--- config.mk ---
export PLATFORM = sky130hd
export DESIGN_NAME = rll_mix
export DESIGN_NICKNAME = d
export VERILOG_FILES = /design/src/design/rll_pkg.sv /design/src/design/rll_mix.sv
export SDC_FILE = /design/constraint.sdc
export NUM_CORES = 2
export LEC_CHECK = 0
export ABC_AREA = 1
export BUFFER_PORTS_ARGS = -buffer_cell sky130_fd_sc_hd__buf_2
export CAP_MARGIN = 10
export CORE_UTILIZATION = 66
export CTS_CLUSTER_DIAMETER = 80
export DETAILED_ROUTE_END_ITERATION = 16
export GPL_TIMING_DRIVEN = 0
export PLACE_DENSITY = 0.88
export SETUP_SLACK_MARGIN = 0.15
export SYNTH_ARGS = -nofsm -noshare
export SYNTH_HDL_FRONTEND = slang
export SYNTH_SLANG_ARGS = --single-unit
--- constraint.sdc ---
create_clock -name clk_i -period 8.35 [get_ports clk_i]
set_input_delay 0.4175 -clock clk_i [delete_from_list [all_inputs] [get_ports clk_i]]
set_output_delay 0.4175 -clock clk_i [all_outputs]
set_load 0.005 [all_outputs]
--- src/design/rll_pkg.sv ---
// Shared types and constants for the RGB to log-LMS lightness/alpha/beta pipeline.
// Holds the pixel and result word types, weights, log table and scale factors.
// No dependencies.
package rll_pkg;

  localparam int FRAC_BITS = 12;

  localparam int CH_W  = 8;
  localparam int WGT_W = 16;
  localparam int P_W   = 24;
  localparam int E_W   = 5;
  localparam int F_W   = P_W - 1;
  localparam int K_W   = 5;
  localparam int R_W   = F_W - K_W;
  localparam int M_W   = 16;
  localparam int LG_W  = 32;
  localparam int NUM_CH = 3;
  localparam int TAB_N  = 33;

  localparam int L_W = 17;
  localparam int A_W = 16;
  localparam int B_W = 16;

  typedef struct packed {
    logic [CH_W-1:0] red;
    logic [CH_W-1:0] green;
    logic [CH_W-1:0] blue;
  } rll_in_t;

  typedef struct packed {
    logic signed [L_W-1:0] lightness;
    logic signed [A_W-1:0] alpha;
    logic signed [B_W-1:0] beta;
  } rll_out_t;

  typedef logic [P_W-1:0]         rll_p_t;
  typedef logic signed [LG_W-1:0] rll_lg_t;

  localparam logic [WGT_W-1:0] WGT [NUM_CH][NUM_CH] = '{
    '{16'd24976, 16'd37899, 16'd2635},
    '{16'd12891, 16'd47474, 16'd5125},
    '{16'd1579,  16'd8441,  16'd55338}
  };

  localparam logic [M_W-1:0] LN_TAB [TAB_N] = '{
    16'd0,     16'd2017,  16'd3973,  16'd5873,  16'd7719,  16'd9515,  16'd11262, 16'd12965,
    16'd14624, 16'd16242, 16'd17821, 16'd19364, 16'd20870, 16'd22343, 16'd23783, 16'd25193,
    16'd26573, 16'd27924, 16'd29248, 16'd30546, 16'd31818, 16'd33067, 16'd34292, 16'd35494,
    16'd36675, 16'd37835, 16'd38975, 16'd40095, 16'd41196, 16'd42280, 16'd43345, 16'd44394,
    16'd45426
  };

  localparam logic signed [LG_W-1:0] LN2_Q24        = 32'sd11629080;
  localparam logic signed [LG_W-1:0] LN_256_255_Q24 = 32'sd65664;

  localparam int FAC_W = 17;
  localparam logic signed [FAC_W-1:0] INV_SQRT3_Q16 = 17'sd37837;
  localparam logic signed [FAC_W-1:0] INV_SQRT6_Q16 = 17'sd26755;
  localparam logic signed [FAC_W-1:0] INV_SQRT2_Q16 = 17'sd46341;

endpackage

--- src/design/rll_mix.sv ---
// Output stages: combine the three logs, scale by the inverse square roots,
// round to nearest with ties away from zero and saturate. Depends on rll_pkg.
module rll_mix (
  input  logic              clk_i,
  input  logic              rst_ni,
  input  logic              valid_i,
  output logic              stall_o,
  input  rll_pkg::rll_lg_t  lg_i [rll_pkg::NUM_CH],
  output logic              valid_o,
  input  logic              stall_i,
  output rll_pkg::rll_out_t word_o
);
  import rll_pkg::*;

  localparam int NST    = 3;
  localparam int SUM_W  = LG_W + 2;
  localparam int PROD_W = SUM_W + FAC_W;
  localparam int SH     = 40 - FRAC_BITS;

  localparam logic [PROD_W-1:0] HALF = PROD_W'(1) << (SH - 1);

  localparam logic signed [FAC_W-1:0] FAC [NUM_CH] = '{
    INV_SQRT3_Q16, INV_SQRT6_Q16, INV_SQRT2_Q16
  };
  localparam logic signed [PROD_W-1:0] LO [NUM_CH] = '{
    -PROD_W'(65536), -PROD_W'(32768), -PROD_W'(32768)
  };
  localparam logic signed [PROD_W-1:0] HI [NUM_CH] = '{
    PROD_W'(0), PROD_W'(32767), PROD_W'(32767)
  };

  logic [NST-1:0] valid_q;
  logic [NST-1:0] hold;

  logic signed [SUM_W-1:0]  sum_d  [NUM_CH];
  logic signed [SUM_W-1:0]  sum_q  [NUM_CH];
  logic signed [PROD_W-1:0] prod_d [NUM_CH];
  logic signed [PROD_W-1:0] prod_q [NUM_CH];
  logic signed [PROD_W-1:0] sat_d  [NUM_CH];
  rll_out_t                 word_d;
  rll_out_t                 word_q;

  always_comb begin
    hold[NST-1] = valid_q[NST-1] & stall_i;
    for (int s = NST-2; s >= 0; s--) begin
      hold[s] = valid_q[s] & hold[s+1];
    end
  end

  assign stall_o = hold[0];
  assign valid_o = valid_q[NST-1];

  always_comb begin
    logic signed [SUM_W-1:0] l0;
    logic signed [SUM_W-1:0] l1;
    logic signed [SUM_W-1:0] l2;
    l0 = {{(SUM_W-LG_W){lg_i[0][LG_W-1]}}, lg_i[0]};
    l1 = {{(SUM_W-LG_W){lg_i[1][LG_W-1]}}, lg_i[1]};
    l2 = {{(SUM_W-LG_W){lg_i[2][LG_W-1]}}, lg_i[2]};
    sum_d[0] = l0 + l1 + l2;
    sum_d[1] = l0 + l1 - (l2 <<< 1);
    sum_d[2] = l0 - l1;
  end

  always_comb begin
    for (int ch = 0; ch < NUM_CH; ch++) begin
      prod_d[ch] = sum_q[ch] * FAC[ch];
    end
  end

  always_comb begin
    logic                     neg;
    logic [PROD_W-1:0]        mag;
    logic [PROD_W-1:0]        rnd;
    logic signed [PROD_W-1:0] val;
    for (int ch = 0; ch < NUM_CH; ch++) begin
      neg = prod_q[ch][PROD_W-1];
      mag = neg ? -prod_q[ch] : prod_q[ch];
      rnd = (mag + HALF) >> SH;
      val = neg ? -$signed(rnd) : $signed(rnd);
      if (val < LO[ch]) begin
        sat_d[ch] = LO[ch];
      end else if (val > HI[ch]) begin
        sat_d[ch] = HI[ch];
      end else begin
        sat_d[ch] = val;
      end
    end
    word_d.lightness = sat_d[0][L_W-1:0];
    word_d.alpha     = sat_d[1][A_W-1:0];
    word_d.beta      = sat_d[2][B_W-1:0];
  end

  always_ff @(posedge clk_i or negedge rst_ni) begin
    if (!rst_ni) begin
      valid_q <= '0;
    end else begin
      if (!hold[0]) valid_q[0] <= valid_i;
      for (int s = 1; s < NST; s++) begin
        if (!hold[s]) valid_q[s] <= valid_q[s-1];
      end
    end
  end

  always_ff @(posedge clk_i) begin
    if (!hold[0]) sum_q  <= sum_d;
    if (!hold[1]) prod_q <= prod_d;
    if (!hold[2]) word_q <= word_d;
  end

  assign word_o = word_q;

endmodule

==> run_summary.xml <==
<?xml version="1.0" encoding="UTF-8"?>
<metrics>
  <group name="yosys">
    <metric name="syn_inst" unit="">6430</metric>
    <metric name="mapped_avg_cell_area" unit="sq um">8.01</metric>
    <metric name="yosys.cell_count.top_type" unit="">inv_1</metric>
    <metric name="ys.flop_type" unit="">edfxtp_1</metric>
    <metric name="synth.yosys.seq_area_share" unit="%">17.6</metric>
    <metric name="number_of_enable_flip_flop_cells_after_synthesis" unit="">299</metric>
    <metric name="proportion_of_register_bits_with_asynchronous_set_or_reset_after_synthesis" unit="%">0.993</metric>
    <metric name="mappedNetlistNets" unit="">7771</metric>
    <metric name="commonest_cells_in_the_netlist" unit="">inv_1, nand2_1, ha_1</metric>
    <metric name="syn-cell-area" unit="sq um">51500</metric>
    <metric name="netlist_top_cells_area" unit="">fa_1, ha_1, edfxtp_1, inv_1, nand2_1</metric>
    <metric name="yosys.cell_types.count" unit="">64</metric>
    <metric name="synth_area_leader_cell" unit="">fa_1</metric>
    <metric name="ys.warnings.count" unit="">0</metric>
    <metric name="synth-seq-cells" unit="">302</metric>
    <metric name="post_synth_top_area_share" unit="%">19.7</metric>
  </group>
  <group name="cts">
    <metric name="cts_tree" unit="">yes</metric>
    <metric name="clk_root_buffer_cell" unit="">clkbuf_16</metric>
    <metric name="tritoncts.num_buffers" unit="">38</metric>
    <metric name="clk_transition_reported_paths" unit="ps">60</metric>
    <metric name="clock_sinks" unit="">302</metric>
    <metric name="cts_htree_levels" unit="">2</metric>
    <metric name="max-clock-path-buffers" unit="">3</metric>
    <metric name="clock_insertion_delay_at_the_later_pin_of_the_skew_report" unit="ps">580</metric>
  </group>
  <group name="worst_setup_path">
    <metric name="path_buf_inv" unit="">2</metric>
    <metric name="cpPeakStageDelay" unit="ps">770</metric>
    <metric name="reg2reg_path_depth" unit="">20</metric>
    <metric name="worst-endpoint-arrival" unit="ps">7410</metric>
    <metric name="critPathKind" unit="">reg2reg</metric>
    <metric name="critical_path.max_fanout" unit="">5</metric>
    <metric name="worst_setup_path_end_kind" unit="">flip-flop</metric>
    <metric name="crit_path_start_kind" unit="">flip-flop</metric>
    <metric name="cpMostUsedCell" unit="">fa_1</metric>
    <metric name="cpLargestDelayFamily" unit="">adder cells</metric>
    <metric name="cell_by_cell_trace_of_the_critical_path" unit="">ha_1, inv_1, fa_1, fa_1, fa_1, fa_1, inv_1, fa_1, ha_1, a21oi_1, o21ai_0, a2111oi_0, o21ai_0, a21oi_1, o21ai_0, nand3_1, o311ai_0, nand2_1, nand3_1, xor2_1</metric>
    <metric name="crit_required" unit="ps">8680</metric>
    <metric name="crit_slowest_cell" unit="">a2111oi_0</metric>
    <metric name="cp_depth" unit="">20</metric>
  </group>
  <group name="global_routing">
    <metric name="grt_start_max_net_pins" unit="">96</metric>
    <metric name="antenna_violations_before_repair" unit="">10</metric>
    <metric name="grt_first_pass_wirelength" unit="microns">212000</metric>
    <metric name="grt.total_usage" unit="%">33.5</metric>
    <metric name="gr-total-overflow" unit="">0</metric>
    <metric name="first_global_vias" unit="">42967</metric>
  </group>
  <group name="drt">
    <metric name="num_vias" unit="">43019</metric>
    <metric name="detail_route.drc_violations" unit="">0</metric>
    <metric name="drt_pre_antenna_iters" unit="">6</metric>
    <metric name="vias_per_cell" unit="">5.59</metric>
    <metric name="dr.first_iter.drc_count" unit="">3248</metric>
    <metric name="totalWireLength" unit="microns">130000</metric>
    <metric name="avgRoutedWirePerCell" unit="microns">16.9</metric>
    <metric name="postRouteAntennaNets" unit="">0</metric>
  </group>
  <group name="sta">
    <metric name="slew-limit-headroom" unit="%">39.7</metric>
    <metric name="timing.final.crit_period" unit="ps">7080</metric>
    <metric name="layout_worst_path_cycle_share" unit="%">84.8</metric>
    <metric name="rsz_0062_raised_after_global_routing" unit="">false</metric>
    <metric name="setup_viol" unit="">0</metric>
    <metric name="totalNegativeSetupSlack" unit="ps">0</metric>
    <metric name="hold_viol_final" unit="">0</metric>
    <metric name="fmax" unit="MHz">141</metric>
    <metric name="worst_clock_skew" unit="ps">13.1</metric>
    <metric name="worst-slew-pin-transition" unit="ps">905</metric>
    <metric name="final_max_slew_viol_count" unit="">0</metric>
  </group>
  <group name="floorplan">
    <metric name="initial_core_util" unit="%">66.6</metric>
    <metric name="die_width" unit="microns">281</metric>
    <metric name="core_area" unit="sq um">77300</metric>
    <metric name="floorplan.rows" unit="">102</metric>
    <metric name="die_area" unit="sq um">79100</metric>
    <metric name="die_height" unit="microns">281</metric>
    <metric name="ios" unit="">151</metric>
  </group>
  <group name="cells_and_area">
    <metric name="design.final.nets" unit="">7967</metric>
    <metric name="nFillCells" unit="">5985</metric>
    <metric name="area_delta_synth_final" unit="%">6.71</metric>
    <metric name="share_of_final_layout_standard_cells_stronger_than_drive_strength_1" unit="%">7.50</metric>
  </group>
  <group name="flow_run">
    <metric name="maxCapViolations" unit="">0</metric>
  </group>
  <group name="place">
    <metric name="count_of_buffers_from_port_buffering" unit="">150</metric>
    <metric name="hpwlAfterDp" unit="microns">111000</metric>
    <metric name="place_congestion" unit="">0.986</metric>
  </group>
  <group name="hold_path">
    <metric name="cell_depth_of_the_worst_hold_path" unit="">2</metric>
    <metric name="min_path_type" unit="">in2reg</metric>
  </group>
  <group name="status">
    <metric name="status" unit="">complete, no violations</metric>
  </group>
</metrics>
==> registers in the layout, summed over array words and instances, names as in the netlist <==
register / flops
sum_q: 100
prod_q: 150
word_o: 49
valid_q: 3
==> final timing paths <==
check / startpoint / to / slack (ps)
max: sum_q[82]$_DFFE_PN_ / prod_q[150]$_DFFE_PN_ / 1270
min: valid_i / valid_q[0]$_DFFE_PN0N_ / 30
max reg2reg: sum_q[82]$_DFFE_PN_ / prod_q[150]$_DFFE_PN_ / 1270
min reg2reg: valid_q[0]$_DFFE_PN0N_ / valid_q[1]$_DFFE_PN0N_ / 450
max in group asynchronous: rst_ni / valid_q[1]$_DFFE_PN0N_ / 8080
min in group asynchronous: rst_ni / valid_q[0]$_DFFE_PN0N_ / 160
==> cells by family (layout without fill, tap and decap cells) <==
| group | count (synthesis) | after routing | share of synthesized area, % |
|---|---|---|---|
| flops | 302 | 302 | 17.6 |
| xor+xnor | 338 | 338 | 5.75 |
| mux | 1 | 1 | 0.0219 |
| buf+inv | 1407 | 1632 | 10.4 |
| other cells | 0 | 5 | 0 |
| simple gates | 2411 | 2411 | 20.6 |
| fa+ha+maj | 1243 | 1243 | 37.6 |
| compound gates | 728 | 728 | 8.04 |
==> cells in the final DEF (no fill, tap or decap), types with 36 or more instances in the layout <==
master	n
nand2_1	1253
nand2_2	71
nand3_1	277
nand4_1	59
xnor2_1	98
edfxtp_1	299
inv_1	1312
xor2_1	240
nor2_1	557
clkbuf_1	36
fa_1	506
ha_1	735
nor2_2	59
buf_2	162
o21ai_0	179
a31oi_1	62
a21oi_1	328
clkbuf_16	39
==> per-stage QoR <==
stage / util (%) / hold slack, ps / cells / setup slack (ps) / cell area, sq um
6_report: 71.0 / 25.3 / 7700 / 1270 / 54900
5_1_grt: 71.0 / 34.1 / 7695 / 958 / 54900
4_1_cts: 71.0 / 7.07 / 7693 / 1390 / 54900
3_5_place_dp: 69.3 / 218 / 7623 / 1390 / 53600
3_3_place_gp: 69.2 / 214 / 7620 / -1820 / 53500
2_1_floorplan: - / 122 / 6430 / 914 / 51500
==> cell type report <==
type / count / area, sq um / area share [%]
sequential: 302 / 9050 / 16.5
clock inverter: 27 / 274 / 0.499
buffer: 65 / 329 / 0.599
timing repair buffer: 156 / 871 / 1.58
multi-input combinational: 4721 / 37100 / 67.5
clock buffer: 42 / 987 / 1.80
antenna: 5 / 12.5 / 0.0228
inverter: 1342 / 5050 / 9.19
tap: 1040 / 1300 / 2.37
==> layer usage <==
metal / global-route usage [%] / part of all wire [%]
met2: 55.5 / 46
met5: 0 / 0.081
met4: 12.2 / 3.7
met3: 5.14 / 8.0
met1: 44.5 / 42
==> timing repair <==
item                      4_1_cts  5_1_grt
hold buffers                    1        0
hold endpoints to repair        3        0
resized for setup               0        0
buffers inserted                0        0
Power is not shown: default switching activity piles up to over one toggle a cycle in this logic, so the estimate is an artifact.
