`src/design/rll_pkg.sv`:
```
// Shared types and constants for the RGB to log-LMS lightness/alpha/beta pipeline.
// Holds the pixel and result word types, weights, log table and scale factors.
// No dependencies.
package rll_pkg;

  localparam int FRAC_BITS = 12;

  localparam int CH_W  = 8;
  localparam int WGT_W = 16;
  localparam int P_W   = 24;
  localparam int E_W   = 5;
  localparam int F_W   = P_W - 1;
  localparam int K_W   = 5;
  localparam int R_W   = F_W - K_W;
  localparam int M_W   = 16;
  localparam int LG_W  = 32;
  localparam int NUM_CH = 3;
  localparam int TAB_N  = 33;

  localparam int L_W = 17;
  localparam int A_W = 16;
  localparam int B_W = 16;

  typedef struct packed {
    logic [CH_W-1:0] red;
    logic [CH_W-1:0] green;
    logic [CH_W-1:0] blue;
  } rll_in_t;

  typedef struct packed {
    logic signed [L_W-1:0] lightness;
    logic signed [A_W-1:0] alpha;
    logic signed [B_W-1:0] beta;
  } rll_out_t;

  typedef logic [P_W-1:0]         rll_p_t;
  typedef logic signed [LG_W-1:0] rll_lg_t;

  localparam logic [WGT_W-1:0] WGT [NUM_CH][NUM_CH] = '{
    '{16'd24976, 16'd37899, 16'd2635},
    '{16'd12891, 16'd47474, 16'd5125},
    '{16'd1579,  16'd8441,  16'd55338}
  };

  localparam logic [M_W-1:0] LN_TAB [TAB_N] = '{
    16'd0,     16'd2017,  16'd3973,  16'd5873,  16'd7719,  16'd9515,  16'd11262, 16'd12965,
    16'd14624, 16'd16242, 16'd17821, 16'd19364, 16'd20870, 16'd22343, 16'd23783, 16'd25193,
    16'd26573, 16'd27924, 16'd29248, 16'd30546, 16'd31818, 16'd33067, 16'd34292, 16'd35494,
    16'd36675, 16'd37835, 16'd38975, 16'd40095, 16'd41196, 16'd42280, 16'd43345, 16'd44394,
    16'd45426
  };

  localparam logic signed [LG_W-1:0] LN2_Q24        = 32'sd11629080;
  localparam logic signed [LG_W-1:0] LN_256_255_Q24 = 32'sd65664;

  localparam int FAC_W = 17;
  localparam logic signed [FAC_W-1:0] INV_SQRT3_Q16 = 17'sd37837;
  localparam logic signed [FAC_W-1:0] INV_SQRT6_Q16 = 17'sd26755;
  localparam logic signed [FAC_W-1:0] INV_SQRT2_Q16 = 17'sd46341;

endpackage

```
`src/design/rll_log.sv`:
```
// Three-stage natural log unit for the three LMS lanes: leading one and normalize,
// table interpolation, exponent scaling. Depends on rll_pkg.
module rll_log (
  input  logic              clk_i,
  input  logic              rst_ni,
  input  logic              valid_i,
  output logic              stall_o,
  input  rll_pkg::rll_p_t   p_i [rll_pkg::NUM_CH],
  output logic              valid_o,
  input  logic              stall_i,
  output rll_pkg::rll_lg_t  lg_o [rll_pkg::NUM_CH]
);
  import rll_pkg::*;

  localparam int NST = 3;

  logic [NST-1:0] valid_q;
  logic [NST-1:0] hold;

  logic [E_W-1:0] e1_q [NUM_CH];
  logic [F_W-1:0] f1_q [NUM_CH];
  logic           z1_q [NUM_CH];
  logic [E_W-1:0] e2_q [NUM_CH];
  logic [M_W-1:0] m2_q [NUM_CH];
  logic           z2_q [NUM_CH];
  rll_lg_t        lg3_q [NUM_CH];

  logic [E_W-1:0] e1_d [NUM_CH];
  logic [F_W-1:0] f1_d [NUM_CH];
  logic [M_W-1:0] m2_d [NUM_CH];
  rll_lg_t        lg3_d [NUM_CH];

  always_comb begin
    hold[NST-1] = valid_q[NST-1] & stall_i;
    for (int s = NST-2; s >= 0; s--) begin
      hold[s] = valid_q[s] & hold[s+1];
    end
  end

  assign stall_o = hold[0];
  assign valid_o = valid_q[NST-1];

  always_comb begin
    logic [P_W-1:0] n;
    for (int ch = 0; ch < NUM_CH; ch++) begin
      e1_d[ch] = '0;
      for (int b = 0; b < P_W; b++) begin
        if (p_i[ch][b]) begin
          e1_d[ch] = E_W'(b);
        end
      end
      n = p_i[ch] << (E_W'(P_W-1) - e1_d[ch]);
      f1_d[ch] = n[F_W-1:0];
    end
  end

  always_comb begin
    logic [K_W-1:0]     k;
    logic [R_W-1:0]     r;
    logic [M_W-1:0]     a;
    logic [M_W-1:0]     b;
    logic [M_W-1:0]     diff;
    logic [R_W+10:0]    prod;
    logic [R_W+10:0]    rnd;
    for (int ch = 0; ch < NUM_CH; ch++) begin
      k    = f1_q[ch][F_W-1:R_W];
      r    = f1_q[ch][R_W-1:0];
      a    = LN_TAB[{1'b0, k}];
      b    = LN_TAB[{1'b0, k} + 6'd1];
      diff = b - a;
      prod = diff[10:0] * r;
      rnd  = (prod + (R_W+11)'(1 << (R_W-1))) >> R_W;
      m2_d[ch] = a + M_W'(rnd);
    end
  end

  always_comb begin
    logic signed [E_W:0]  ev;
    rll_lg_t              ev_w;
    rll_lg_t              m_w;
    for (int ch = 0; ch < NUM_CH; ch++) begin
      ev   = $signed({1'b0, e2_q[ch]}) - 6'sd24;
      ev_w = {{(LG_W-E_W-1){ev[E_W]}}, ev};
      m_w  = $signed({{(LG_W-M_W-8){1'b0}}, m2_q[ch], 8'b0});
      lg3_d[ch] = z2_q[ch] ? '0 : (ev_w * LN2_Q24 + m_w + LN_256_255_Q24);
    end
  end

  always_ff @(posedge clk_i or negedge rst_ni) begin
    if (!rst_ni) begin
      valid_q <= '0;
    end else begin
      if (!hold[0]) valid_q[0] <= valid_i;
      for (int s = 1; s < NST; s++) begin
        if (!hold[s]) valid_q[s] <= valid_q[s-1];
      end
    end
  end

  always_ff @(posedge clk_i) begin
    for (int ch = 0; ch < NUM_CH; ch++) begin
      if (!hold[0]) begin
        e1_q[ch] <= e1_d[ch];
        f1_q[ch] <= f1_d[ch];
        z1_q[ch] <= (p_i[ch] == '0);
      end
      if (!hold[1]) begin
        e2_q[ch] <= e1_q[ch];
        m2_q[ch] <= m2_d[ch];
        z2_q[ch] <= z1_q[ch];
      end
      if (!hold[2]) begin
        lg3_q[ch] <= lg3_d[ch];
      end
    end
  end

  assign lg_o = lg3_q;

endmodule

```
`config.mk`:
```
export PLATFORM = sky130hd
export DESIGN_NAME = rll_log
export DESIGN_NICKNAME = d
export VERILOG_FILES = /design/src/design/rll_pkg.sv /design/src/design/rll_log.sv
export SDC_FILE = /design/constraint.sdc
export NUM_CORES = 2
export LEC_CHECK = 0
export ABC_AREA = 1
export BUFFER_PORTS_ARGS = -buffer_cell sky130_fd_sc_hd__buf_2
export CORE_AREA = 2 2 352 354
export DETAILED_ROUTE_END_ITERATION = 8
export DIE_AREA = 0 0 354 356
export SLEW_MARGIN = 10
export SYNTH_ARGS = -nofsm -noshare
export SYNTH_HDL_FRONTEND = slang
export SYNTH_SLANG_ARGS = --single-unit
```
`constraint.sdc`:
```
create_clock -name clk_i -period 9.8 [get_ports clk_i]
set_input_delay 0.98 -clock clk_i [delete_from_list [all_inputs] [get_ports clk_i]]
set_output_delay 0.98 -clock clk_i [all_outputs]
set_load 0.02 [all_outputs]
```
==> insert_results.sql <==
INSERT INTO impl_metrics (metric_group, metric, value, unit) VALUES
('finish', 'fin_util', '0.474', ''),
('sta', 'final_max_slew_viol_count', '0', ''),
('global_routing', 'grt_pass1_wl', '221', 'mm'),
('worst_setup_path', 'worst_path_largest_cell_delay', '0.51', 'ns'),
('yosys', 'yosys_warnings', '0', ''),
('worst_setup_path', 'critPathRequiredTime', '10.13', 'ns'),
('worst_setup_path', 'arrival', '10.08', 'ns'),
('sta', 'count_of_endpoints_failing_setup_in_the_final_report', '0', ''),
('sta', 'grt_setup_unrepaired', 'yes', ''),
('routing', 'via_per_inst', '5.06', ''),
('finish', 'drive_gt1_frac', '0.181', ''),
('yosys', 'synth_sequential_area_ratio', '0.150', ''),
('place', 'port-buffer-count', '164', ''),
('yosys', 'post_synth.cell_area_avg', '7.73', 'um^2'),
('sta', 'post-route-period-util', '0.995', ''),
('floorplan', 'start_util', '0.395', ''),
('finish', 'syn_to_final_growth', '20.0', '%'),
('worst_setup_path', 'setup.worst_path.end_class', 'register', ''),
('floorplan', 'core.rowCount', '129', ''),
('floorplan', 'die_w', '354', 'um'),
('sta', 'fmax', '103', 'MHz'),
('clock_network', 'ctsHtreeMaxLevel', '2', ''),
('clock_network', 'ctsLongestPathBuffers', '3', ''),
('worst_setup_path', 'r2r_end', 'm2_q[0][47]', ''),
('yosys', 'number_of_enable_flip_flop_cells_after_synthesis', '240', ''),
('clock_network', 'tritoncts_clock_tree', 'done', ''),
('sta', 'max_slew.worst_pin.slew', '1.08', 'ns'),
('routing', 'route.final.wire_length', '139', 'mm'),
('sta', 'fin_crit', '9.75', 'ns'),
('sta', 'final-hold-violation-count', '0', ''),
('yosys', 'async_flop_share', '0.0123', ''),
('global_routing', 'first_global_vias', '42400', ''),
('routing', 'remaining_drc_errors', '0', ''),
('floorplan', 'die_area', '126000', 'um^2'),
('worst_setup_path', 'cp-start-kind', 'register', ''),
('yosys', 'post_synth_inst_count', '6268', ''),
('clock_network', 'inserted_clock_buffers', '36', ''),
('worst_setup_path', 'timing.critical_path.slowest_stage_cell', 'sky130_fd_sc_hd__fa_1', ''),
('yosys', 'yosys_register_bits', '243', ''),
('floorplan', 'die_y', '356', 'um'),
('worst_setup_path', 'timing.critical_path.fanout_max', '5', ''),
('clock_network', 'clk_root_buffer_cell', 'sky130_fd_sc_hd__clkbuf_16', ''),
('clock_network', 'postCtsHoldBufs', '0', ''),
('routing', 'avgRoutedWirePerCell', '16.4', 'um'),
('yosys', 'synth.cell_area', '48500', 'um^2'),
('worst_setup_path', 'worstSetupPathType', 'reg -> reg', ''),
('routing', 'final_antenna_net_count', '0', ''),
('worst_setup_path', 'worst-r2r-setup-slack', '0.05', 'ns'),
('outcome', 'status', 'finished clean', ''),
('worst_setup_path', 'path_common_cell', 'sky130_fd_sc_hd__a21oi_2', ''),
('floorplan', 'core', '123000', 'um^2'),
('routing', 'detailroute.via_count', '43000', ''),
('yosys', 'synthFlopType', 'sky130_fd_sc_hd__edfxtp_1', ''),
('global_routing', 'grt_max_degree', '69', ''),
('sta', 'clock-skew-final', '0.0450', 'ns'),
('yosys', 'synth_cell_type_count', '70', ''),
('flow_run', 'max-cap-violations', '0', ''),
('worst_hold_path', 'hp-class', 'in -> async', ''),
('worst_setup_path', 'timing.rr.start', 'f1_q[0][65]', ''),
('clock_network', 'clock_latency', '0.61', 'ns'),
('place', 'globalplace.congestion', '0.921', ''),
('global_routing', 'grt.overflow.total', '0', ''),
('finish', 'num-nets-final', '8150', ''),
('clock_network', 'clkTransAtPathRegs', '0.06', 'ns'),
('floorplan', 'io_pins', '174', ''),
('finish', 'diodes', '0', ''),
('sta', 'maxSlewHeadroom', '0.278', ''),
('worst_setup_path', 'worst-r2r-cell-count', '63', ''),
('global_routing', 'groute.usage.overall', '0.216', ''),
('place', 'dp_hpwl', '114', 'mm'),
('sta', 'totalNegativeSetupSlack', '0', 'ns'),
('sta', 'fin_hold_ws', '0.167', 'ns'),
('routing', 'drtIter0Drc', '2524', ''),
('routing', 'first_pass_iters', '6', ''),
('clock_network', 'cts_sink_cnt', '243', ''),
('global_routing', 'antenna_found_initial', '1', '');
==> worst max-delay path, delay by kind of cell (launching register included) <==
| kind | cells | cell delay [ns] |
|---|---|---|
| xor+xnor | 3 | 0.53 |
| fa+ha+maj | 9 | 3.32 |
| buf+inv | 14 | 1.13 |
| simple gates | 21 | 1.68 |
| flops | 1 | 0.47 |
| compound gates | 16 | 2.34 |
==> logic make-up (layout without fill, tap and decap cells) <==
group                    Yosys count  count (layout)  synth area share
AND/OR/NAND/NOR                 2263            2264             0.193
buffers and inverters           1465            2051             0.116
adder cells (fa/ha/maj)         1237            1237             0.403
AO/OA/AOI/OAI                    881             881             0.104
flip-flops                       243             243             0.150
XOR/XNOR                         178             178            0.0329
other                              1               9         0.0000774
==> through the flow <==
stage          cell area, um^2  cells  setup slack [ns]
2_1_floorplan            48500   6276           0.00147
3_3_place_gp             54100   8358            -0.314
3_5_place_dp             54100   8358            -0.574
4_1_cts                  55700   8436          -0.00538
5_1_grt                  58100   8500            -0.479
6_report                 58100   8500            0.0472
==> Yosys cell counts (all sizes together), types with 2 or more instances <==
library cell / count / area share
a211oi: 6 / 0.00093
a21boi: 11 / 0.0026
a21o: 7 / 0.0011
a21oi: 404 / 0.043
a221oi: 2 / 0.00036
a311oi: 4 / 0.00072
a31o: 2 / 0.00036
a31oi: 29 / 0.0037
a32oi: 3 / 0.00054
and3: 2 / 0.00036
buf: 51 / 0.0065
clkbuf: 137 / 0.011
clkinv: 17 / 0.0013
dfrtp: 3 / 0.0015
edfxtp: 240 / 0.15
fa: 540 / 0.22
ha: 697 / 0.18
inv: 1260 / 0.098
nand2: 1211 / 0.095
nand3: 399 / 0.042
nand3b: 4 / 0.00062
nand4: 27 / 0.0035
nor2: 531 / 0.041
nor3: 34 / 0.0039
nor3b: 3 / 0.00046
nor4: 11 / 0.0014
nor4b: 2 / 0.00036
o211ai: 34 / 0.0053
o21a: 27 / 0.0042
o21ai: 297 / 0.032
o21bai: 15 / 0.0026
o221ai: 9 / 0.0016
o22ai: 9 / 0.0012
o311ai: 9 / 0.0016
o31ai: 9 / 0.0018
or2: 38 / 0.0049
xnor2: 57 / 0.010
xor2: 121 / 0.022
==> timing repair <==
| action | in CTS | in global routing |
|---|---|---|
| buffers inserted | 13 | 63 |
| endpoints found under the setup margin | 24 | 32 |
| resized for setup | 96 | 446 |
| endpoints found under the hold margin | 0 | 0 |
| pin swaps | 24 | 199 |
| gates cloned | 1 | 4 |
==> sequential cells by signal (all words and copies together), names as in the netlist <==
register  cells
e2_q         15
e1_q         15
z2_q          3
m2_q         48
valid_q       3
f1_q         69
z1_q          3
lg_o         87
==> layer usage <==
| layer | global-route usage | vias to the layer above | part of all wire | routed length [um] |
|---|---|---|---|---|
| met1 | 0.300 | 20600 | 0.46 | 63500 |
| li1 | - | 21100 | - | - |
| met3 | 0.0215 | 198 | 0.049 | 6840 |
| met2 | 0.363 | 1149 | 0.47 | 65600 |
| met4 | 0.0513 | 0 | 0.025 | 3550 |
| met5 | 0 | - | 0 | 0 |
==> layout by cell type (no fill, tap or decap), types with 10 or more instances in the layout <==
master	n
sky130_fd_sc_hd__o21ai_2	48
sky130_fd_sc_hd__clkbuf_16	40
sky130_fd_sc_hd__inv_4	12
sky130_fd_sc_hd__nand2_2	49
sky130_fd_sc_hd__nand4_1	27
sky130_fd_sc_hd__nor3_1	28
sky130_fd_sc_hd__nor2_4	13
sky130_fd_sc_hd__nor2_1	491
sky130_fd_sc_hd__a31oi_1	24
sky130_fd_sc_hd__o211ai_1	34
sky130_fd_sc_hd__o21ai_1	36
sky130_fd_sc_hd__xor2_1	104
sky130_fd_sc_hd__nand2_4	10
sky130_fd_sc_hd__o21a_1	25
sky130_fd_sc_hd__ha_4	41
sky130_fd_sc_hd__nand3_1	389
sky130_fd_sc_hd__or2_1	12
sky130_fd_sc_hd__buf_2	165
sky130_fd_sc_hd__buf_6	49
sky130_fd_sc_hd__buf_4	483
sky130_fd_sc_hd__inv_2	35
sky130_fd_sc_hd__edfxtp_1	240
sky130_fd_sc_hd__ha_1	645
sky130_fd_sc_hd__nand2_1	1150
sky130_fd_sc_hd__inv_1	1211
sky130_fd_sc_hd__o21ai_0	211
sky130_fd_sc_hd__a21oi_2	89
sky130_fd_sc_hd__xnor2_1	54
sky130_fd_sc_hd__clkinv_1	14
sky130_fd_sc_hd__xor2_2	14
sky130_fd_sc_hd__fa_2	19
sky130_fd_sc_hd__ha_2	11
sky130_fd_sc_hd__fa_1	521
sky130_fd_sc_hd__nor4_1	10
sky130_fd_sc_hd__a21oi_1	308
sky130_fd_sc_hd__or2_2	15
sky130_fd_sc_hd__nor2_2	27
==> cell type report <==
class / count / area (um^2)
well taps: 1637 / 2050
repair buffers: 710 / 5270
clock buffers: 37 / 926
flip-flops and latches: 243 / 7280
multi-input cells: 4569 / 37500
fillers: 12100 / 64500
clock inverters: 27 / 300
inverters: 1277 / 4840
==> worst max path at each step <==
stage	cells past startpoint	endpoint	startpoint
floorplan	62	m2_q[0][47]	f1_q[0][65]
global placement	53	m2_q[0][13]	f1_q[0][19]
detailed placement	53	m2_q[0][15]	f1_q[0][19]
CTS	57	m2_q[0][15]	f1_q[0][19]
global route	63	m2_q[0][47]	f1_q[0][65]
finish	63	m2_q[0][47]	f1_q[0][65]
Power is not shown: default switching activity piles up to over one toggle a cycle in this logic, so the estimate is an artifact.
