$ cat config.mk
export PLATFORM = sky130hd
export DESIGN_NAME = rll_lms
export DESIGN_NICKNAME = d
export VERILOG_FILES = /design/src/design/rll_pkg.sv /design/src/design/rll_lms.sv
export SDC_FILE = /design/constraint.sdc
export NUM_CORES = 1
export LEC_CHECK = 0
export BUFFER_PORTS_ARGS = -buffer_cell sky130_fd_sc_hd__buf_2
export CELL_PAD_IN_SITES_DETAIL_PLACEMENT = 0
export CELL_PAD_IN_SITES_GLOBAL_PLACEMENT = 1
export CORE_MARGIN = 1
export CORE_UTILIZATION = 50
export DETAILED_ROUTE_END_ITERATION = 12
export HOLD_SLACK_MARGIN = 0.05
export PLACE_DENSITY = 0.81
export SLEW_MARGIN = 20
export SYNTH_ARGS = -nofsm -noshare
export SYNTH_HDL_FRONTEND = slang
export SYNTH_SLANG_ARGS = --single-unit
$ cat constraint.sdc
create_clock -name clk_i -period 6.37 [get_ports clk_i]
set_clock_uncertainty 0.05 [all_clocks]
set_input_delay 0.637 -clock clk_i [delete_from_list [all_inputs] [get_ports clk_i]]
set_output_delay 0.637 -clock clk_i [all_outputs]
set_load 0.02 [all_outputs]
$ cat src/design/rll_pkg.sv
// Shared types and constants for the RGB to log-LMS lightness/alpha/beta pipeline.
// Holds the pixel and result word types, weights, log table and scale factors.
// No dependencies.
package rll_pkg;

  localparam int FRAC_BITS = 12;

  localparam int CH_W  = 8;
  localparam int WGT_W = 16;
  localparam int P_W   = 24;
  localparam int E_W   = 5;
  localparam int F_W   = P_W - 1;
  localparam int K_W   = 5;
  localparam int R_W   = F_W - K_W;
  localparam int M_W   = 16;
  localparam int LG_W  = 32;
  localparam int NUM_CH = 3;
  localparam int TAB_N  = 33;

  localparam int L_W = 17;
  localparam int A_W = 16;
  localparam int B_W = 16;

  typedef struct packed {
    logic [CH_W-1:0] red;
    logic [CH_W-1:0] green;
    logic [CH_W-1:0] blue;
  } rll_in_t;

  typedef struct packed {
    logic signed [L_W-1:0] lightness;
    logic signed [A_W-1:0] alpha;
    logic signed [B_W-1:0] beta;
  } rll_out_t;

  typedef logic [P_W-1:0]         rll_p_t;
  typedef logic signed [LG_W-1:0] rll_lg_t;

  localparam logic [WGT_W-1:0] WGT [NUM_CH][NUM_CH] = '{
    '{16'd24976, 16'd37899, 16'd2635},
    '{16'd12891, 16'd47474, 16'd5125},
    '{16'd1579,  16'd8441,  16'd55338}
  };

  localparam logic [M_W-1:0] LN_TAB [TAB_N] = '{
    16'd0,     16'd2017,  16'd3973,  16'd5873,  16'd7719,  16'd9515,  16'd11262, 16'd12965,
    16'd14624, 16'd16242, 16'd17821, 16'd19364, 16'd20870, 16'd22343, 16'd23783, 16'd25193,
    16'd26573, 16'd27924, 16'd29248, 16'd30546, 16'd31818, 16'd33067, 16'd34292, 16'd35494,
    16'd36675, 16'd37835, 16'd38975, 16'd40095, 16'd41196, 16'd42280, 16'd43345, 16'd44394,
    16'd45426
  };

  localparam logic signed [LG_W-1:0] LN2_Q24        = 32'sd11629080;
  localparam logic signed [LG_W-1:0] LN_256_255_Q24 = 32'sd65664;

  localparam int FAC_W = 17;
  localparam logic signed [FAC_W-1:0] INV_SQRT3_Q16 = 17'sd37837;
  localparam logic signed [FAC_W-1:0] INV_SQRT6_Q16 = 17'sd26755;
  localparam logic signed [FAC_W-1:0] INV_SQRT2_Q16 = 17'sd46341;

endpackage

$ cat src/design/rll_lms.sv
// Weighted sum stage: forms the L, M and S sums of one pixel word.
// Depends on rll_pkg.
module rll_lms (
  input  logic                  clk_i,
  input  logic                  rst_ni,
  input  logic                  valid_i,
  output logic                  stall_o,
  input  rll_pkg::rll_in_t      word_i,
  output logic                  valid_o,
  input  logic                  stall_i,
  output rll_pkg::rll_p_t       p_o [rll_pkg::NUM_CH]
);
  import rll_pkg::*;

  logic   valid_q;
  logic   hold;
  rll_p_t p_d [NUM_CH];
  rll_p_t p_q [NUM_CH];

  assign hold    = valid_q & stall_i;
  assign stall_o = hold;
  assign valid_o = valid_q;

  always_comb begin
    logic [CH_W-1:0]  c [NUM_CH];
    logic [P_W+1:0]   acc;
    c[0] = word_i.red;
    c[1] = word_i.green;
    c[2] = word_i.blue;
    for (int ch = 0; ch < NUM_CH; ch++) begin
      acc = '0;
      for (int j = 0; j < NUM_CH; j++) begin
        acc = acc + (P_W+2)'(WGT[ch][j]) * (P_W+2)'(c[j]);
      end
      p_d[ch] = acc[P_W-1:0];
    end
  end

  always_ff @(posedge clk_i or negedge rst_ni) begin
    if (!rst_ni) begin
      valid_q <= 1'b0;
    end else if (!hold) begin
      valid_q <= valid_i;
    end
  end

  always_ff @(posedge clk_i) begin
    if (!hold) begin
      p_q <= p_d;
    end
  end

  assign p_o = p_q;

endmodule

==> results of run 1 <==
Yosys cell counts, types with 25 or more instances:
cell | n | area share [%]
a21o_1 | 29 | 1.2
a21oi_1 | 66 | 1.8
edfxtp_1 | 72 | 12
fa_1 | 267 | 30
ha_1 | 406 | 28
inv_1 | 491 | 10
nand2_1 | 38 | 0.80
nor2_1 | 65 | 1.4
nor3_1 | 25 | 0.70
o21ai_0 | 29 | 0.81
xnor2_1 | 63 | 3.1
xor2_1 | 32 | 1.6
worst max path at each step:
stage | to | slack, ns | cells after the start
after global routing | p_o[47]$_DFFE_PN_ | -0.68 | 28
after floorplan | p_o[47]$_DFFE_PN_ | -0.62 | 25
after CTS | p_o[47]$_DFFE_PN_ | -0.42 | 28
after detailed placement | p_o[47]$_DFFE_PN_ | -1.12 | 27
after global placement | p_o[47]$_DFFE_PN_ | -1.02 | 28
final | p_o[47]$_DFFE_PN_ | -0.51 | 28
worst max-delay path, stage by stage:
cell	delay, ns
buf_12	0.11
ha_4	0.25
ha_4	0.27
inv_2	0.04
fa_1	0.46
fa_1	0.55
inv_2	0.05
fa_2	0.34
a21o_1	0.20
a21o_1	0.18
a21oi_2	0.18
o21ai_2	0.09
a211o_1	0.29
xor2_1	0.16
ha_1	0.27
inv_1	0.04
fa_1	0.49
fa_1	0.43
fa_1	0.50
inv_2	0.04
ha_4	0.23
a21oi_4	0.16
nand3_2	0.11
nor3_4	0.19
nor3_4	0.08
a2111oi_4	0.36
a21oi_2	0.12
xnor2_1	0.13
state kept, by name (all words and copies together) (netlist names):
name / count
p_o: 72
valid_o: 1
stage by stage:
| step | util, % | setup slack [ns] | TNS [ns] |
|---|---|---|---|
| after floorplan | - | -0.620 | -3.34 |
| after global placement | 62.6 | -1.02 | -15.26 |
| after detailed placement | 62.6 | -1.12 | -17.06 |
| after CTS | 65.1 | -0.416 | -2.98 |
| after global routing | 66.3 | -0.682 | -7.13 |
| final | 66.3 | -0.506 | -3.62 |
timing repair:
action / in CTS / in global routing
resized for setup: 103 / 77
gates cloned: 0 / 0
buffers inserted: 9 / 7
hold buffers: 1 / 0
setup endpoints to repair: 22 / 28
endpoints found under the hold margin: 1 / 0
pin swaps: 82 / 82
layout make-up:
type / instances / area (µm²)
Tap cell: 455 / 569
Multi-Input combinational cell: 1202 / 15000
Inverter: 491 / 1840
Timing Repair Buffer: 443 / 3240
Clock inverter: 7 / 86.3
Sequential cell: 73 / 2190
Fill cell: 2852 / 11800
Clock buffer: 9 / 225
logic make-up after synthesis:
family | after synthesis | share of synthesized area [%]
fa+ha+maj | 673 | 58.3
buf+inv | 493 | 10.3
flops | 73 | 12.2
compound gates | 226 | 8.73
mux | 2 | 0.112
simple gates | 206 | 5.65
xor+xnor | 95 | 4.65
layer usage:
| metal | GRT usage [%] | wire [µm] |
|---|---|---|
| met5 | 0 | 0 |
| met4 | 9.19 | 1480 |
| met3 | 4.46 | 2190 |
| met2 | 51.9 | 25500 |
| met1 | 38.9 | 22700 |
==> results.md, run 1 <==
- Status: complete, but fails checks
- Failing checks: negative setup slack
- Shortest period the worst path allows: 6.88 ns
- Synth warnings: 0
- Mapped Area: 17900 µm²
- DR DRC count: 0
- Max Cap Viol: 0
- Die Height: 191 µm
- Critical path peak fanout: 5
- Unique masters post-synth: 67
- Initial DRC count: 556
- FF-to-FF path depth: 2
- CTS tree: done
- Die ar.: 36500 µm²
- DP Area: 21800 µm²
- FMAX: 145 MHz
- Port buffer count: 101
- GRT Total Usage: 30.1%
- Final max-slew violation count: 0
- Vias in the first global route: 14866
- Clock sinks: 73
- Initial core utilization: 51.3%
- Synth-to-Final Area Change: 29.3%
- Largest net degree at the start of global routing: 43
- Slew @ Worst Pin: 0.577 ns
- Post-DR wirelength/cell: 19.4 µm
- Design area: 23100 µm²
- Initial antenna violation count: 0
- Unrepaired setup endpoints after global routing: true
- Placer Congestion: 0.970
- Hold depth: 2
- Number of synthesized register bits: 73
- Final hold slack: 0.385 ns
- Most frequent cells in the layout: inv_1 (465), ha_1 (351), buf_4 (332)
- EDFF count, synth: 72
- Clock Tree Root: clkbuf_16
- Worst reg2reg path endpoint: p_o[18]$_DFFE_PN_
- Final Setup Violations: 14
- Syn avg cell area: 10.1 µm²
- Crit path launch: word_i[10]
- Cell Count, Final, Fillers Out: 2680
- R2R Setup Slk: 4.55 ns
- Final #Nets: 2921
- CP Class: in -> reg
- Relative slew slack: 61.5%
- Data required time of the worst path: 6.46 ns
- Critical Path AT: 6.96 ns
- Vias per cell: 5.16
- Asr flop ratio synth: 1.37%
- Vias: 13823
- Drt pass-1 iters: 5
- Grt ovf: 0
- WHS Endpoint: valid_o$_DFFE_PN0N_
- Number of nets with antenna violations after routing: 0
- Ports: 102
- H-tree levels: 3
- Commonest non-fill, non-tap cell in the layout: inv_1
- Global-route wire length before repair: 80900 µm
- CP Capture Type: register
- Syn_nets: 2469
- Cells after synthesis: 1768
- Share of post-route cells with drive strength above 1: 29.3%
- Core ar.: 34900 µm²
- # rows: 68
- ANT cells: 0
- Worst Hold Class: in -> reg
- Worst-path clk slew: 0.07 ns
- RR Startpoint: valid_o$_DFFE_PN0N_
- Placed cells: 2649
- Ys flop type: edfxtp_1
- HP Start: valid_i
- Final setup margin: -0.506 ns
- Fin. Hold Viols: 0
- Setup crit start kind: input pin
- Sequential fraction of the synthesis area: 12.2%
- HPWL after DPL: 45800 µm
- Period Utilization, post-route: 108%
- Post-detailed-routing wire length: 51900 µm
- Worst-Skew Late Latency: 0.38 ns
- Horiz. Die Dim: 191 µm
- Clock buffer depth: 2
- Num CTS Buffers: 9
Power of run 1 is not shown: default switching activity piles up to over one toggle a cycle in this logic, so the estimate is an artifact.
==> run 2: changes to the inputs <==
--- a/config.mk
+++ b/config.mk
@@ -8,7 +8,7 @@
 export BUFFER_PORTS_ARGS = -buffer_cell sky130_fd_sc_hd__buf_2
 export CELL_PAD_IN_SITES_DETAIL_PLACEMENT = 0
 export CELL_PAD_IN_SITES_GLOBAL_PLACEMENT = 1
-export CORE_MARGIN = 1
+export CORE_MARGIN = 1.5
 export CORE_UTILIZATION = 50
 export DETAILED_ROUTE_END_ITERATION = 12
 export HOLD_SLACK_MARGIN = 0.05
==> results.md, run 2 (same netlist as run 1, synthesis figures left out) <==
- Die Height: 192 µm (+0.52%)
- M1 wire length: 23000 µm (+1.1%)
- Grt ovf: 0 (unchanged)
- Shortest period the worst path allows: 6.84 ns (-0.0365 ns)
- Most frequent cells in the layout: inv_1 (460), ha_1 (348), buf_4 (347)
- Top Metal Used: met4
- Ports: 102 (unchanged)
- Status: complete, but fails checks
- Worst-Skew Late Latency: 0.38 ns (about the same)
- Vias: 13951 (+0.93%)
- Commonest non-fill, non-tap cell in the layout: inv_1
- Final setup margin: -0.469 ns (+0.0365 ns)
- CP Class: in -> reg
- Placer Congestion: 0.961 (-0.88%)
- Vias per cell: 5.15 (about the same)
- HPWL after DPL: 46400 µm (+1.2%)
- Synth-to-Final Area Change: 31.2%
- Final hold slack: 0.391 ns (+0.00616 ns)
- DR DRC count: 0 (unchanged)
- Initial antenna violation count: 0 (unchanged)
- Fillcell total: 2880 (+0.98%)
- Worst-path clk slew: 0.07 ns (about the same)
- Core ar.: 35400 µm² (+1.5%)
- Routed wl met3: 2060 µm (-5.7%)
- Setup crit start kind: input pin
- Initial DRC count: 495 (-11%)
- Unrepaired setup endpoints after global routing: true
- Clock buffer depth: 2 (unchanged)
- Port buffer count: 101 (unchanged)
- FMAX: 146 MHz (+0.53%)
- Fin. Hold Viols: 0 (unchanged)
- Final #Nets: 2942 (+0.72%)
- Clock sinks: 73 (unchanged)
- Design area: 23500 µm² (+1.5%)
- Post-detailed-routing wire length: 53500 µm (+3.0%)
- CP Capture Type: register
- Max Cap Viol: 0 (unchanged)
- Clock Tree Root: clkbuf_16
- Initial core utilization: 50.5% (-0.74 points)
- Num CTS Buffers: 9 (unchanged)
- H-tree levels: 3 (unchanged)
- DP Area: 21900 µm² (+0.22%)
- Critical path peak fanout: 4 (-1)
- Vias in the first global route: 14963 (+0.65%)
- Critical Path AT: 6.93 ns (-0.03 ns)
- Final Setup Violations: 15 (+1)
- Period Utilization, post-route: 107% (-0.57 points)
- Relative slew slack: 32.9% (-29 points)
- GRT Total Usage: 30.3% (+0.22 points)
- Share of post-route cells with drive strength above 1: 30.7% (+1.4 points)
- CTS tree: done
- ANT cells: 0 (unchanged)
- Post-DR wirelength/cell: 19.8 µm (+2.0%)
- Global-route wire length before repair: 81400 µm (+0.67%)
- Data required time of the worst path: 6.46 ns (about the same)
- Drt pass-1 iters: 5 (unchanged)
- Failing checks: negative setup slack
- Horiz. Die Dim: 192 µm (+0.52%)
- Final max-slew violation count: 0 (unchanged)
- Number of nets with antenna violations after routing: 0 (unchanged)
- Worst Hold Class: in -> reg
- Die ar.: 36900 µm² (+1.0%)
- DP Worst Slack: -1.22 ns (-0.0962 ns)
- Largest register FFs: 72 (unchanged)
- # rows: 69 (+1.5%)
- Largest net degree at the start of global routing: 73 (+70%)
- Met2 routed WL: 25900 µm (+1.6%)
- Slew @ Worst Pin: 1.01 ns (+0.430 ns)
==> run 2: cell count changes in the layout (fill, tap and decap cells not counted), sizes merged <==
cell	change
buf	+21
==> run 2: critical path: stages <==
cell and delay, ns:
buf_12 0.11, ha_4 0.24, buf_4 0.14, fa_1 0.51, fa_1 0.52, inv_1 0.06
fa_1 0.50, inv_2 0.06, ha_4 0.22, and3_4 0.17, buf_4 0.13, a211o_1 0.30
xor2_1 0.15, ha_2 0.33, inv_2 0.03, fa_1 0.49, fa_1 0.43, fa_1 0.50
inv_2 0.04, ha_4 0.29, nand2_2 0.06, o21bai_4 0.17, a31o_4 0.25, nor3_4 0.23
a2111oi_4 0.08, buf_4 0.15, xnor2_1 0.11
==> run 2: final timing paths <==
check,from,slack [ns],depth (start not counted),end
worst max-delay path,word_i[11],-0.47,27,p_o[45]$_DFFE_PN_
worst min-delay path,valid_i,0.39,2,valid_o$_DFFE_PN0N_
worst max register to register,valid_o$_DFFE_PN0N_,4.63,2,p_o[9]$_DFFE_PN_
worst min register to register,valid_o$_DFFE_PN0N_,0.49,2,valid_o$_DFFE_PN0N_
max in group asynchronous,rst_ni,5.69,2,valid_o$_DFFE_PN0N_
min in group asynchronous,rst_ni,0.50,2,valid_o$_DFFE_PN0N_
==> run 2: area by class of cell <==
cell class                 instances  area (µm²)  area share, %
clock inverter                     7        86.3          0.368
multi-input combinational       1202       15100           64.4
timing repair buffer             464        3420           14.6
inverter                         491        1850           7.86
clock buffer                       9         225          0.959
sequential                        73        2190           9.32
tap                              461         577           2.46
==> run 2: what timing repair did <==
| item | CTS | global route |
|---|---|---|
| endpoints found under the setup margin | 27 | 28 |
| hold endpoints to repair | 1 | 0 |
| gates cloned | 0 | 0 |
| pin swaps | 106 | 55 |
| hold buffers | 1 | 0 |
| gates resized for setup | 113 | 108 |
| setup buffers | 22 | 14 |
==> run 2: metrics by stage <==
stage,utilization [%],cells,setup TNS (ns)
floorplan,-,1768,-3.34
global placement,61.8,2662,-18.24
detailed placement,61.8,2662,-20.00
CTS,64.7,2699,-2.75
global route,66.3,2707,-6.64
finish,66.3,2707,-3.13
==> run 2: layer usage <==
metal,vias up,global-route usage [%]
li1,6690,-
met1,6917,38.2
met2,248,51.7
met3,96,4.70
met4,0,12.7
met5,-,0
Power of run 2 is left out for the same reason.
==> run 3: changes to the inputs <==
--- a/config.mk
+++ b/config.mk
@@ -5,14 +5,15 @@
 export SDC_FILE = /design/constraint.sdc
 export NUM_CORES = 1
 export LEC_CHECK = 0
+export ABC_AREA = 1
 export BUFFER_PORTS_ARGS = -buffer_cell sky130_fd_sc_hd__buf_2
 export CELL_PAD_IN_SITES_DETAIL_PLACEMENT = 0
 export CELL_PAD_IN_SITES_GLOBAL_PLACEMENT = 1
-export CORE_MARGIN = 1.5
+export CORE_MARGIN = 5
 export CORE_UTILIZATION = 50
 export DETAILED_ROUTE_END_ITERATION = 12
 export HOLD_SLACK_MARGIN = 0.05
-export PLACE_DENSITY = 0.81
+export PLACE_DENSITY = 0.83
 export SLEW_MARGIN = 20
 export SYNTH_ARGS = -nofsm -noshare
 export SYNTH_HDL_FRONTEND = slang
==> results.md, run 3 <==
- Slowest-stage cell, CP: fa_2
- Vias: 15951 (+14%)
- Status: complete, but fails checks
- Ports: 102 (unchanged)
- DP Area: 22600 µm² (+3.3%)
- Drt pass-1 iters: 5 (unchanged)
- Relative slew slack: 56.4% (+24 points)
- Post-DR wirelength/cell: 18.0 µm (-8.7%)
- Top cells by area, synth: fa_1 (28%), ha_1 (26%), inv_1 (11%)
- Initial antenna violation count: 0 (unchanged)
- Clock Tree Root: clkbuf_16
- Worst-path clk slew: 0.08 ns (about the same)
- Unrepaired setup endpoints after global routing: true
- Yosys top cell area share: 27.8% (-2.1 points)
- Final #Nets: 3305 (+12%)
- Final max-slew violation count: 0 (unchanged)
- DR DRC count: 0 (unchanged)
- Largest register FFs: 72 (unchanged)
- Most frequent cell after synthesis: inv_1
- Number of nets with antenna violations after routing: 0 (unchanged)
- Largest net degree at the start of global routing: 49 (-33%)
- Global-route wire length before repair: 90800 µm (+12%)
- Die Height: 206 µm (+7.3%)
- Core ar.: 37800 µm² (+6.9%)
- Worst Hold Class: in -> reg
- HPWL after DPL: 50500 µm (+8.8%)
- CTS tree: done
- Crit path top cell by count: inv_2
- Horiz. Die Dim: 206 µm (+7.3%)
- Initial DRC count: 867 (+75%)
- Number of synthesized register bits: 73 (unchanged)
- Synth-to-Final Area Change: 22.7%
- Grt ovf: 0 (unchanged)
- Setup crit start kind: input pin
- Fin. Hold Viols: 0 (unchanged)
- Shortest period the worst path allows: 6.40 ns (-0.435 ns)
- Final setup margin: -0.0343 ns (+0.435 ns)
- Post-detailed-routing wire length: 56300 µm (+5.2%)
- Share of post-route cells with drive strength above 1: 21.6% (-9.1 points)
- Unique masters post-synth: 37 (-45%)
- CP Class: in -> reg
- Vias in the first global route: 17189 (+15%)
- Design area: 23600 µm² (+0.46%)
- Most frequent cells in the layout: inv_1 (561), ha_1 (374), nand2_1 (306)
- Syn avg cell area: 8.70 µm² (-14%)
- Port buffer count: 101 (unchanged)
- Final hold slack: 0.390 ns (-0.00136 ns)
- Placer Congestion: 0.973 (+1.2%)
- Synth warnings: 0 (unchanged)
- GRT Total Usage: 27.8% (-2.5 points)
- Worst-Skew Late Latency: 0.38 ns (about the same)
- Asr flop ratio synth: 1.37% (unchanged)
- H-tree levels: 3 (unchanged)
- Num CTS Buffers: 9 (unchanged)
- Sequential fraction of the synthesis area: 11.4% (-0.85 points)
- CP max stage delay: 0.59 ns (+0.07 ns)
- Mapped Area: 19200 µm² (+7.5%)
- Post-route setup TNS: -0.0553 ns (+3.08 ns)
- Max Cap Viol: 0 (unchanged)
- Ys flop type: edfxtp_1
- Failing checks: negative setup slack
- Data required time of the worst path: 6.45 ns (about the same)
- CP Capture Type: register
- Period Utilization, post-route: 101% (-6.8 points)
- Cells after synthesis: 2211 (+25%)
- Top post-synthesis cells by count: inv_1 (582), ha_1 (406), nand2_1 (331), fa_1 (267), nor2_1 (108)
- ANT cells: 0 (unchanged)
- Clock sinks: 73 (unchanged)
- Commonest non-fill, non-tap cell in the layout: inv_1
- Slew @ Worst Pin: 0.654 ns (-0.353 ns)
- FMAX: 156 MHz (+6.8%)
- Clock buffer depth: 2 (unchanged)
- Initial core utilization: 50.8% (+0.27 points)
- Critical path peak fanout: 5 (+1)
- EDFF count, synth: 72 (unchanged)
- Vias per cell: 5.11 (-0.80%)
- # rows: 71 (+2.9%)
- Top cell type by total area after synthesis: fa_1
- Critical Path AT: 6.49 ns (-0.44 ns)
- Syn_nets: 2912 (+18%)
- Die ar.: 42500 µm² (+15%)
- Final Setup Violations: 3 (-12)
==> run 3: logic make-up (layout without fill, tap and decap cells) <==
logic type	after synthesis	count (layout)	synth area share, %
simple gates	616	616	14.0
xor+xnor	79	79	3.60
compound gates	186	186	5.38
buf+inv	584	982	11.4
flops	73	73	11.4
fa+ha+maj	673	673	54.2
==> run 3: layer usage <==
metal / routed length, µm / track usage, % / up-vias
met5: 0 / 0 / -
met4: 1940 / 8.39 / 0
met3: 3000 / 5.02 / 98
met2: 26600 / 46.8 / 356
met1: 24800 / 36.7 / 7745
li1: - / - / 7752
==> run 3: worst paths after layout <==
kind	startpoint	slack, ns	end	depth (start not counted)
max in group asynchronous	rst_ni	5.69	valid_o$_DFFE_PN0N_	2
setup reg to reg	valid_o$_DFFE_PN0N_	4.53	p_o[6]$_DFFE_PN_	2
setup / recovery	word_i[14]	-0.03	p_o[43]$_DFFE_PN_	32
hold reg to reg	valid_o$_DFFE_PN0N_	0.87	valid_o$_DFFE_PN0N_	3
hold / removal	valid_i	0.39	valid_o$_DFFE_PN0N_	2
min in group asynchronous	rst_ni	0.50	valid_o$_DFFE_PN0N_	2
==> run 3: area by class of cell <==
class | instances | area (µm²)
clock buffer | 9 | 225
clock inverter | 7 | 126
fill | 3365 | 14300
inverter | 584 | 2190
multi-input combinational | 1554 | 15500
sequential | 73 | 2190
tap | 511 | 639
timing repair buffer | 382 | 2670
==> run 3: per-stage QoR <==
step	util, %	instances	worst slack (ns)
after CTS	61.0	3118	0.00861
after floorplan	-	2211	-0.0945
after global routing	62.3	3120	-0.262
after global placement	59.7	3098	-0.435
final	62.3	3120	-0.0343
after detailed placement	59.7	3098	-0.548
==> run 3: critical path: cells and delay by family <==
kind                     cells  cell delay (ns)
XOR/XNOR                     1             0.16
buffers and inverters        9             0.65
AND/OR/NAND/NOR             12             0.84
adder cells (fa/ha/maj)     10             4.22
==> run 3: timing repair <==
item,4_1_cts,5_1_grt
pin swaps,13,46
gates resized for setup,24,108
buffers inserted,3,2
hold buffers,1,0
setup endpoints to repair,8,35
endpoints found under the hold margin,1,0
Power of run 3 is left out for the same reason.
